==> config.mk <==
export PLATFORM = sky130hd
export DESIGN_NAME = knn_top5_label_vote
export DESIGN_NICKNAME = d
export VERILOG_FILES = /design/src/rtl/knn_pkg.sv /design/src/rtl/knn_top5_label_vote.sv /design/src/rtl/knn_dist.sv /design/src/rtl/knn_list.sv
export SDC_FILE = /design/constraint.sdc
export NUM_CORES = 2
export LEC_CHECK = 0
export BUFFER_PORTS_ARGS = -buffer_cell sky130_fd_sc_hd__buf_4
export CAP_MARGIN = 20
export CORE_ASPECT_RATIO = 1.75
export CORE_MARGIN = 3
export CORE_UTILIZATION = 58
export CTS_BUF_LIST = sky130_fd_sc_hd__clkbuf_4 sky130_fd_sc_hd__clkbuf_8 sky130_fd_sc_hd__clkbuf_16
export DETAILED_ROUTE_END_ITERATION = 12
export PLACE_DENSITY_LB_ADDON = 0.05
export SYNTH_ARGS = -nofsm -noshare
export SYNTH_HDL_FRONTEND = slang
export SYNTH_SLANG_ARGS = --single-unit
==> constraint.sdc <==
create_clock -name aclk -period 11.4 [get_ports aclk]
set_input_delay 1.71 -clock aclk [delete_from_list [all_inputs] [get_ports aclk]]
set_output_delay 1.71 -clock aclk [all_outputs]
set_load 0.03 [all_outputs]
==> src/rtl/knn_pkg.sv <==
// ----------------------------------------------------------------------------
// knn_pkg
// Shared constants, codes and types of the nearest-neighbour label vote.
// ----------------------------------------------------------------------------
`default_nettype none

package knn_pkg;

    localparam int DIMENSIONS = 14;
    localparam int NEIGHBOURS = 5;

    localparam int IDX_W   = 4;
    localparam int COORD_W = 17;
    localparam int CODE_W  = 16;
    localparam int DIFF_W  = 18;
    localparam int MAG_W   = 17;
    localparam int SQ_W    = 34;
    localparam int DIST_W  = 38;
    localparam int CNT_W   = 3;

    localparam int IN_DATA_W  = 40;
    localparam int IN_USER_W  = 2;
    localparam int OUT_DATA_W = 48;

    localparam int CFG_IDX_W  = 4;
    localparam int CFG_DATA_W = 16;

    localparam logic [CFG_IDX_W-1:0] CFG_QUANT_SCALE  = CFG_IDX_W'(0);
    localparam logic [CFG_IDX_W-1:0] CFG_MISSING_CODE = CFG_IDX_W'(1);

    localparam logic [CODE_W-1:0] QUANT_SCALE_RESET  = CODE_W'(10000);
    localparam logic [CODE_W-1:0] MISSING_CODE_RESET = CODE_W'(65535);

    typedef enum logic [1:0] {
        OP_START  = 2'd0,
        OP_LOAD   = 2'd1,
        OP_ELEM   = 2'd2,
        OP_REPORT = 2'd3
    } opcode_t;

    typedef struct packed {
        logic              valid;
        opcode_t           op;
        logic              insert;
        logic [DIST_W-1:0] sqdist;
        logic              label;
    } cand_t;

endpackage

`default_nettype wire

==> src/rtl/knn_top5_label_vote.sv <==
// ----------------------------------------------------------------------------
// knn_top5_label_vote
// Five-nearest-neighbour search over 14-dimensional quantized vectors with a
// vote on the fraud labels of the kept neighbours.
//
// Input stream (s_): opcode in s_tuser, last element of a candidate in
// s_tlast. Start clears the list, load writes one query coordinate, element
// adds one squared difference, report requests a result.
// Result stream (m_): one result per report with fraud count, slots filled
// and fifth distance.
// Configuration: cfg_valid/cfg_index/cfg_data, always ready; index 0 is
// quant_scale, index 1 missing_code.
// Throughput: one request per cycle while no stall holds s_tready low. A
// report's result passes the input register, square, accumulate and list stages.
// A stall holds the whole pipeline only when a report reaches the result
// register while the previous result still waits; other requests keep
// flowing behind a waiting result.
// Reset (aresetn low, synchronous): query cleared, list empty, registers at
// quant_scale 10000 and missing_code 65535.
// ----------------------------------------------------------------------------
`default_nettype none

module knn_top5_label_vote
    import knn_pkg::*;
(
    input  wire logic                  aclk,
    input  wire logic                  aresetn,
    input  wire logic                  s_tvalid,
    output logic                       s_tready,
    // coord_index[3:0], query_value[20:4], element_code[36:21],
    // candidate_label[37], zero[39:38]
    input  wire logic [IN_DATA_W-1:0]  s_tdata,
    // opcode[1:0]
    input  wire logic [IN_USER_W-1:0]  s_tuser,
    input  wire logic                  s_tlast,
    output logic                       m_tvalid,
    input  wire logic                  m_tready,
    // fraud_total[2:0], neighbours_found[5:3], fifth_distance[43:6], zero[47:44]
    output logic [OUT_DATA_W-1:0]      m_tdata,
    input  wire logic                  cfg_valid,
    output logic                       cfg_ready,
    input  wire logic [CFG_IDX_W-1:0]  cfg_index,
    input  wire logic [CFG_DATA_W-1:0] cfg_data
);

    logic [CODE_W-1:0] quant_scale_reg;
    logic [CODE_W-1:0] missing_code_reg;
    logic              hold;
    cand_t             cand;

    assign cfg_ready = 1'b1;
    assign s_tready  = !hold;

    always_ff @(posedge aclk) begin
        if (!aresetn) begin
            quant_scale_reg  <= QUANT_SCALE_RESET;
            missing_code_reg <= MISSING_CODE_RESET;
        end else if (cfg_valid) begin
            unique case (cfg_index)
                CFG_QUANT_SCALE:  quant_scale_reg  <= cfg_data;
                CFG_MISSING_CODE: missing_code_reg <= cfg_data;
                default: ;
            endcase
        end
    end

    knn_dist u_dist (
        .aclk         (aclk),
        .aresetn      (aresetn),
        .in_valid     (s_tvalid),
        .hold         (hold),
        .in_op        (opcode_t'(s_tuser)),
        .in_idx       (s_tdata[3:0]),
        .in_query     (s_tdata[20:4]),
        .in_code      (s_tdata[36:21]),
        .in_label     (s_tdata[37]),
        .in_last      (s_tlast),
        .quant_scale  (quant_scale_reg),
        .missing_code (missing_code_reg),
        .cand         (cand)
    );

    knn_list u_list (
        .aclk     (aclk),
        .aresetn  (aresetn),
        .cand     (cand),
        .m_tready (m_tready),
        .hold     (hold),
        .m_tvalid (m_tvalid),
        .m_tdata  (m_tdata)
    );

endmodule

`default_nettype wire

==> src/rtl/knn_dist.sv <==
// ----------------------------------------------------------------------------
// knn_dist
// Input register, query store, element square and distance accumulation.
// ----------------------------------------------------------------------------
`default_nettype none

module knn_dist
    import knn_pkg::*;
(
    input  wire logic                      aclk,
    input  wire logic                      aresetn,
    input  wire logic                      in_valid,
    input  wire logic                      hold,
    input  wire opcode_t                   in_op,
    input  wire logic [IDX_W-1:0]          in_idx,
    input  wire logic signed [COORD_W-1:0] in_query,
    input  wire logic [CODE_W-1:0]         in_code,
    input  wire logic                      in_label,
    input  wire logic                      in_last,
    input  wire logic [CODE_W-1:0]         quant_scale,
    input  wire logic [CODE_W-1:0]         missing_code,
    output cand_t                          cand
);

    logic                      v1_reg;
    opcode_t                   op1_reg;
    logic [IDX_W-1:0]          idx1_reg;
    logic signed [COORD_W-1:0] qv1_reg;
    logic [CODE_W-1:0]         code1_reg;
    logic                      lab1_reg;
    logic                      last1_reg;

    logic signed [COORD_W-1:0] query_reg [DIMENSIONS];

    logic                      v2_reg;
    opcode_t                   op2_reg;
    logic                      add2_reg;
    logic [SQ_W-1:0]           sq2_reg;
    logic                      lab2_reg;
    logic                      last2_reg;

    logic [DIST_W-1:0]         partial_reg;
    logic [DIST_W-1:0]         partial_next;

    logic                      c_valid_reg;
    opcode_t                   c_op_reg;
    logic                      c_insert_reg;
    logic [DIST_W-1:0]         c_dist_reg;
    logic                      c_label_reg;

    logic                      in_range1;
    logic signed [COORD_W-1:0] q_sel;
    logic signed [DIFF_W-1:0]  elem_val;
    logic signed [DIFF_W-1:0]  diff;
    logic signed [DIFF_W-1:0]  neg_diff;
    logic [MAG_W-1:0]          mag;
    logic [SQ_W-1:0]           sq_next;
    logic [DIST_W-1:0]         sum_next;

    always_ff @(posedge aclk) begin
        if (!aresetn) begin
            v1_reg <= 1'b0;
        end else if (!hold) begin
            v1_reg <= in_valid;
        end
    end

    always_ff @(posedge aclk) begin
        if (!hold) begin
            op1_reg   <= in_op;
            idx1_reg  <= in_idx;
            qv1_reg   <= in_query;
            code1_reg <= in_code;
            lab1_reg  <= in_label;
            last1_reg <= in_last;
        end
    end

    assign in_range1 = idx1_reg < IDX_W'(DIMENSIONS);
    assign q_sel     = in_range1 ? query_reg[idx1_reg] : '0;
    assign elem_val  = (code1_reg == missing_code) ? -$signed({2'b00, quant_scale})
                                                   : $signed({2'b00, code1_reg});
    assign diff      = $signed({q_sel[COORD_W-1], q_sel}) - elem_val;
    assign neg_diff  = -diff;
    assign mag       = diff[DIFF_W-1] ? neg_diff[MAG_W-1:0] : diff[MAG_W-1:0];
    assign sq_next   = {{(SQ_W-MAG_W){1'b0}}, mag} * {{(SQ_W-MAG_W){1'b0}}, mag};

    always_ff @(posedge aclk) begin
        if (!aresetn) begin
            for (int i = 0; i < DIMENSIONS; i++) begin
                query_reg[i] <= '0;
            end
        end else if (!hold && v1_reg && op1_reg == OP_LOAD && in_range1) begin
            query_reg[idx1_reg] <= qv1_reg;
        end
    end

    always_ff @(posedge aclk) begin
        if (!aresetn) begin
            v2_reg <= 1'b0;
        end else if (!hold) begin
            v2_reg <= v1_reg;
        end
    end

    always_ff @(posedge aclk) begin
        if (!hold) begin
            op2_reg   <= op1_reg;
            add2_reg  <= v1_reg && op1_reg == OP_ELEM && in_range1;
            sq2_reg   <= sq_next;
            lab2_reg  <= lab1_reg;
            last2_reg <= last1_reg;
        end
    end

    assign sum_next = partial_reg + (add2_reg ? {{(DIST_W-SQ_W){1'b0}}, sq2_reg} : '0);

    always_comb begin
        partial_next = partial_reg;
        if (v2_reg) begin
            case (op2_reg)
                OP_START: partial_next = '0;
                OP_ELEM:  partial_next = last2_reg ? '0 : sum_next;
                default:  partial_next = partial_reg;
            endcase
        end
    end

    always_ff @(posedge aclk) begin
        if (!aresetn) begin
            partial_reg <= '0;
            c_valid_reg <= 1'b0;
        end else if (!hold) begin
            partial_reg <= partial_next;
            c_valid_reg <= v2_reg;
        end
    end

    always_ff @(posedge aclk) begin
        if (!hold) begin
            c_op_reg     <= op2_reg;
            c_insert_reg <= op2_reg == OP_ELEM && last2_reg;
            c_dist_reg   <= sum_next;
            c_label_reg  <= lab2_reg;
        end
    end

    assign cand = '{valid:  c_valid_reg,
                    op:     c_op_reg,
                    insert: c_insert_reg,
                    sqdist: c_dist_reg,
                    label:  c_label_reg};

endmodule

`default_nettype wire

==> src/rtl/knn_list.sv <==
// ----------------------------------------------------------------------------
// knn_list
// Sorted five-slot neighbour list, label vote and result register.
// ----------------------------------------------------------------------------
`default_nettype none

module knn_list
    import knn_pkg::*;
(
    input  wire logic                  aclk,
    input  wire logic                  aresetn,
    input  wire cand_t                 cand,
    input  wire logic                  m_tready,
    output logic                       hold,
    output logic                       m_tvalid,
    output logic [OUT_DATA_W-1:0]      m_tdata
);

    logic [DIST_W-1:0]     dist_reg  [NEIGHBOURS];
    logic [DIST_W-1:0]     dist_next [NEIGHBOURS];
    logic [NEIGHBOURS-1:0] label_reg;
    logic [NEIGHBOURS-1:0] label_next;
    logic [CNT_W-1:0]      fill_reg;
    logic [CNT_W-1:0]      fill_next;
    logic                  m_valid_reg;
    logic [OUT_DATA_W-1:0] m_data_reg;

    logic [NEIGHBOURS-1:0] lt;
    logic                  advance;
    logic                  do_insert;
    logic                  do_report;
    logic [CNT_W-1:0]      frauds;
    logic [DIST_W-1:0]     fifth;

    assign hold      = cand.valid && cand.op == OP_REPORT && m_valid_reg && !m_tready;
    assign advance   = cand.valid && !hold;
    assign do_insert = advance && cand.op == OP_ELEM && cand.insert && (|lt);
    assign do_report = advance && cand.op == OP_REPORT;

    for (genvar g = 0; g < NEIGHBOURS; g++) begin : g_slot
        assign lt[g] = (CNT_W'(g) >= fill_reg) || (cand.sqdist < dist_reg[g]);
        if (g == 0) begin : g_head
            assign dist_next[g]  = lt[g] ? cand.sqdist : dist_reg[g];
            assign label_next[g] = lt[g] ? cand.label : label_reg[g];
        end else begin : g_tail
            assign dist_next[g]  = !lt[g] ? dist_reg[g]
                                 : (lt[g-1] ? dist_reg[g-1] : cand.sqdist);
            assign label_next[g] = !lt[g] ? label_reg[g]
                                 : (lt[g-1] ? label_reg[g-1] : cand.label);
        end
    end

    always_comb begin
        fill_next = fill_reg;
        if (advance && cand.op == OP_START) begin
            fill_next = '0;
        end else if (do_insert && fill_reg < CNT_W'(NEIGHBOURS)) begin
            fill_next = fill_reg + CNT_W'(1);
        end
    end

    always_comb begin
        frauds = '0;
        for (int i = 0; i < NEIGHBOURS; i++) begin
            frauds = frauds + CNT_W'(label_reg[i] && (CNT_W'(i) < fill_reg));
        end
    end

    assign fifth = (fill_reg >= CNT_W'(NEIGHBOURS)) ? dist_reg[NEIGHBOURS-1] : '1;

    always_ff @(posedge aclk) begin
        if (!aresetn) begin
            fill_reg <= '0;
        end else begin
            fill_reg <= fill_next;
        end
    end

    always_ff @(posedge aclk) begin
        if (do_insert) begin
            for (int i = 0; i < NEIGHBOURS; i++) begin
                dist_reg[i] <= dist_next[i];
            end
            label_reg <= label_next;
        end
    end

    always_ff @(posedge aclk) begin
        if (!aresetn) begin
            m_valid_reg <= 1'b0;
        end else if (do_report) begin
            m_valid_reg <= 1'b1;
        end else if (m_tready) begin
            m_valid_reg <= 1'b0;
        end
    end

    always_ff @(posedge aclk) begin
        if (do_report) begin
            m_data_reg <= {{(OUT_DATA_W-DIST_W-2*CNT_W){1'b0}}, fifth, fill_reg, frauds};
        end
    end

    assign m_tvalid = m_valid_reg;
    assign m_tdata  = m_data_reg;

`ifndef NO_ASSERTIONS
    a_fill_bound: assert property (@(posedge aclk) disable iff (!aresetn)
        fill_reg <= CNT_W'(NEIGHBOURS))
        else $error("fill count above list size");

    a_hold_busy: assert property (@(posedge aclk) disable iff (!aresetn)
        hold |-> m_valid_reg && cand.op == OP_REPORT)
        else $error("stall without a waiting result");

    a_start_empties: assert property (@(posedge aclk) disable iff (!aresetn)
        (advance && cand.op == OP_START) |=> fill_reg == '0)
        else $error("list not emptied by start");

    a_insert_grows: assert property (@(posedge aclk) disable iff (!aresetn)
        (do_insert && fill_reg < CNT_W'(NEIGHBOURS)) |=>
        fill_reg == $past(fill_reg) + CNT_W'(1))
        else $error("insert into partial list did not grow it");
`endif

endmodule

`default_nettype wire
After elaboration in Yosys (flattened, before gate mapping)
Memories as Yosys holds them, arrays and structs flattened. A register that Yosys moved wholly into a read port is not among the register bits.
Cells that the tools add are included.
- word-level logic and storage cells: 144
- register bits after elaboration: 248
- input port bits: 68
- output and inout port bits: 51
- memories: 2
- bits in writable memories: 428
- memory list (memory ; depth ; width ; rd ports ; clocked after Yosys merged registers in ; write ports ; line ; RTL):
    u_dist.query_reg ; 14 ; 17 ; 1 ; 1 ; 14 ; knn_dist.sv:33 ; logic signed [COORD_W-1:0] query_reg [DIMENSIONS];
    u_list.dist_reg ; 5 ; 38 ; 5 ; 0 ; 5 ; knn_list.sv:19 ; logic [DIST_W-1:0] dist_reg [NEIGHBOURS];
- bitwise operators: 2
- equality and inequality tests: 7
- multipliers: 1
- add/subtract/negate cells: 9
- multiplexer cells: 31
- reduce and logical (&&, ||, !) cells: 44
- $lt $le $gt $ge: 18
- operator list (operator ; count):
    $mux W38 ; 10
    $lt A38 B38 Y1 ; 5
    $pmux W38 S2 ; 1
    $mux W17 ; 3
    $add A38 B38 Y38 ; 1
    $mul A17 B17 Y34 ; 1
    $mux W34 ; 1
    $logic_and A1 B1 Y1 ; 21
    $mux W18 ; 1
    $neg A16 Y18 ; 1
    $sub A17 B18 Y18 ; 1
    $neg A17 Y17 ; 1
    $reduce_or A17 Y1 ; 1
    $eq A16 B16 Y1 ; 1
    $reduce_and A2 Y1 ; 7
    $mux W1 ; 13
    $add A3 B1 Y3 ; 3
    $eq A2 B2 Y1 const B ; 4
    $mux W4 ; 2
    $ge A1 B3 Y1 const A ; 2
    $ge A2 B3 Y1 const A ; 2
    $lt A1 B3 Y1 const A ; 2
    $lt A2 B3 Y1 const A ; 2
    $logic_or A1 B1 Y1 ; 5
    other kinds (17) ; 21

Logic depth before layout (Yosys ltp)
- depth in word-level cells: 13
- gate-level depth with buffers: 44
- depth with buffers taken out: 40

By module
From an unflattened synthesis, not the netlist that was laid out.
- cell total of the unflattened synthesis: 3796
- area, all modules: 45309.7 sq um
- by module, submodules not included (module ; cells each ; times used ; area each (sq um) ; sequential area each (sq um)):
    knn_dist ; 2492 ; 1 ; 29573.4 ; 12702.2
    knn_list ; 1157 ; 1 ; 14407.6 ; 7257.0
    knn_top5_label_vote ; 147 ; 1 ; 1328.8 ; 640.6

Least setup slack after synthesis
No wires, ideal clock.
- path kind: register to register
- start: reg (tool-made name)
- end: reg u_dist.sq2_reg[24], data pin
- clock period less this slack: 10623 ps
- path buffers: 3
- library setup time: 135 ps
- data arrival time: 10488 ps
- path slack: 777 ps
- cell stages (with the launch flop): 37
- data required time: 11265 ps
- path through: dfxtp_1 > clkbuf_1 > buf_1 > buf_1 > mux4_2 > mux4_2 > and2_1 > ha_1 > or3_1 > o32a_1 > xnor2_2 > nand2_1 > nor4_2 > a21oi_1 > xnor2_2 > inv_2 > nand2_1 > inv_1 > fa_1 > inv_1 > fa_1 > fa_1 > inv_1 > fa_1 > fa_1 > inv_1 > fa_1 > inv_1 > ha_1 > and4_1 > nor3_1 > a21oi_1 > a311o_1 > a31o_2 > and2_1 > or4_1 > nand3_1
- RTL lines (what ; line ; RTL):
    to (signal assigned) ; knn_dist.sv:110 ; sq2_reg <= sq_next;
    to (decl) ; knn_dist.sv:38 ; logic [SQ_W-1:0] sq2_reg;

==> flow_metrics.env <==
export IMPL_synthCells=3989
export IMPL_setup_viol=0
export IMPL_ys_seq_elements=713
export IMPL_antenna_found_initial=2
export IMPL_cp_start_kind="flop"
export IMPL_ys_async_sr_fraction_pct=0
export IMPL_grt_overflow_total=0
export IMPL_hp_class="flop to flop"
export IMPL_dp_hpwl_mm=85.5
export IMPL_hold_ws_ns=0.419
export IMPL_crit_fanout=22
export IMPL_io_pins=119
export IMPL_grt_usage_pct=27.9
export IMPL_slew_headroom_pct=23.4
export IMPL_critPathBufInv=8
export IMPL_maxCapViolations=0
export IMPL_seq_area_frac_synth_pct=45.0
export IMPL_grt_max_degree=77
export IMPL_grt_pass1_wl_mm=175
export IMPL_path_clk_slew_ns=0.07
export IMPL_num_rows=135
export IMPL_clock_path_buffers=3
export IMPL_drt_wl_total_mm=112
export IMPL_fill_cells=6155
export IMPL_synth_cell_type_count=93
export IMPL_grt_setup_unrepaired="false"
export IMPL_tritoncts="built"
export IMPL_run_status="finished, final reports clean"
export IMPL_worstSkewPairLatency_ns=0.67
export IMPL_fin_crit_sh_pct=94.8
export IMPL_die_h_um=378
export IMPL_syn_to_final_growth_pct=11.2
export IMPL_core_um2=77900
export IMPL_via_per_inst=5.78
export IMPL_setup_worst_path_end_class="flop"
export IMPL_tightestPinTransition_ns=1.15
export IMPL_critPathTopFamily="adder cells"
export IMPL_max_freq_ghz=0.0925
export IMPL_num_vias=30300
export IMPL_die_area_um2=82400
export IMPL_maxSlewViolCount=0
export IMPL_wire_per_inst_um=21.4
export IMPL_drt_iter0_drc=1523
export IMPL_largest_reg_flops=272
export IMPL_cp_required_ns=11.80
export IMPL_ys_flop_type="edfxtp_1"
export IMPL_synth_top_area_share_pct=41.5
export IMPL_yosysWarnings=0
export IMPL_synth_top_area_cell="edfxtp_1"
export IMPL_numClockSinks=713
export IMPL_period_minus_slack_ns=10.81
export IMPL_arrival_ns=11.21
export IMPL_start_util_pct=58.8
export IMPL_drcViolationCount=0
export IMPL_critPathSlowestCell="dfxtp_2"
export IMPL_crit_path_max_incr_delay_ns=0.78
export IMPL_gp_congestion=0.931
export IMPL_dr_pass1_iters=5
export IMPL_htree_levels=3
export IMPL_rr_worst_depth=37
export IMPL_portBuffers=111
export IMPL_hold_path_end="u_dist.last2_reg$_DFFE_PN_"
export IMPL_syn_cell_area_um2=45800
export IMPL_synth_edf_count=632
export IMPL_cp_common_cell="fa_1"
export IMPL_reg2reg_slack_ns=0.59
export IMPL_antenna_left=0
export IMPL_root_buffer="clkbuf_16"
export IMPL_synth_area_leaders="edfxtp_1, ha_1, fa_1"
export IMPL_tns_ns=0
export IMPL_cts_buffers=68
export IMPL_r2r_end="u_dist.sq2_reg[33]$_DFFE_PN_"
export IMPL_critPathKind="flop to flop"
export IMPL_syn_area_per_cell_um2=11.5
export IMPL_grt_pass1_vias=32000
export IMPL_chipWidth_um=218
export IMPL_whs_path_depth=0
export IMPL_drive_above_1_share_pct=15.5
export IMPL_fin_skew_ns=0.0299
export IMPL_finalHoldViolCount=0
export IMPL_nNetsFinal=4764
export IMPL_hold_path_startpoint="u_dist.last1_reg$_DFFE_PN_"
[stage by stage]
| stage | cells | util (%) | cell area, um2 | setup WS, ns |
|---|---|---|---|---|
| 2_1_floorplan | 4026 | - | 45900 | 0.777 |
| 3_3_place_gp | 5097 | 62.1 | 48400 | 0.322 |
| 3_5_place_dp | 5100 | 62.2 | 48400 | 0.333 |
| 4_1_cts | 5225 | 65.2 | 50800 | 0.287 |
| 5_1_grt | 5241 | 65.4 | 50900 | 0.0126 |
| 6_report | 5241 | 65.4 | 50900 | 0.593 |
[synthesized netlist by cell type, drive strengths merged, types with 21 or more instances]
library cell and number:
nand3 104, xnor2 84, a21oi 173, nand2b 71, nor2 189, inv 504
nand4 77, and2 193, nor3 71, buf 35, o21ai 63, xor2 40
nand2 224, ha 349, fa 194, and3 121, dfxtp 81, a21o 125
nor2b 23, a22oi 27, mux4 82, mux2 122, edfxtp 632, o211ai 49
clkbuf 156, a31oi 21
[cell type report]
type,count,area [um2],area share (%)
multi-input cells,2616,22800,44.8
flip-flops and latches,713,20600,40.5
repair buffers,248,1980,3.88
clock buffers,90,1950,3.82
inverters,506,1900,3.74
well taps,1027,1280,2.52
clock inverters,35,367,0.720
diodes,6,15.0,0.0295
[cells in the final DEF, fill, tap and decap left out, types with 9 or more instances in the layout]
master and n:
o21a_1 13, mux2i_1 13, o211ai_1 49, and3_1 121
or3_1 11, and2_1 193, dfxtp_1 79, nand2_1 224
mux2_2 122, nor2b_1 19, clkbuf_4 11, nand2b_1 71
clkinv_2 13, a31oi_1 19, xor2_1 37, conb_1 39
nor2_1 178, a211oi_1 13, clkbuf_8 10, ha_1 349
buf_4 239, a21o_1 124, nand3_1 103, fa_1 194
mux4_2 82, o21ai_0 51, clkbuf_16 69, edfxtp_1 632
inv_2 13, nor3_1 67, xnor2_1 75, inv_1 491
a22oi_1 27, nand4_1 77, a21oi_1 170, o21bai_1 11
o21ai_1 9
[timing repair]
item	4_1_cts	5_1_grt
hold buffers	0	0
buffers inserted	0	10
gates resized for setup	0	2
setup endpoints to repair	0	8
[kinds of logic after synthesis]
group	synth area share, %
AND/OR/NAND/NOR	13.1
flip-flops	45.0
buffers and inverters	5.84
AO/OA/AOI/OAI	8.08
adder cells (fa/ha/maj)	18.0
multiplexers	7.32
XOR/XNOR	2.64
other	0.0164
[how the worst max path moves through the flow]
stage | from | end | cells past startpoint
6_report | flop | u_dist.sq2_reg[33]$_DFFE_PN_ | 37
3_5_place_dp | flop | u_dist.sq2_reg[33]$_DFFE_PN_ | 38
2_1_floorplan | flop | u_dist.sq2_reg[24]$_DFFE_PN_ | 36
3_3_place_gp | flop | u_dist.sq2_reg[33]$_DFFE_PN_ | 38
4_1_cts | flop | u_dist.sq2_reg[33]$_DFFE_PN_ | 38
5_1_grt | flop | u_dist.sq2_reg[33]$_DFFE_PN_ | 37
[per-layer routing]
metal  track usage [%]  share of wire, %
met5                 0                 0
met4              18.1               7.1
met3              2.83               2.8
met2              56.3                58
met1              25.7                32
Power is not shown: default switching activity piles up to over one toggle a cycle in this logic, so the estimate is an artifact.
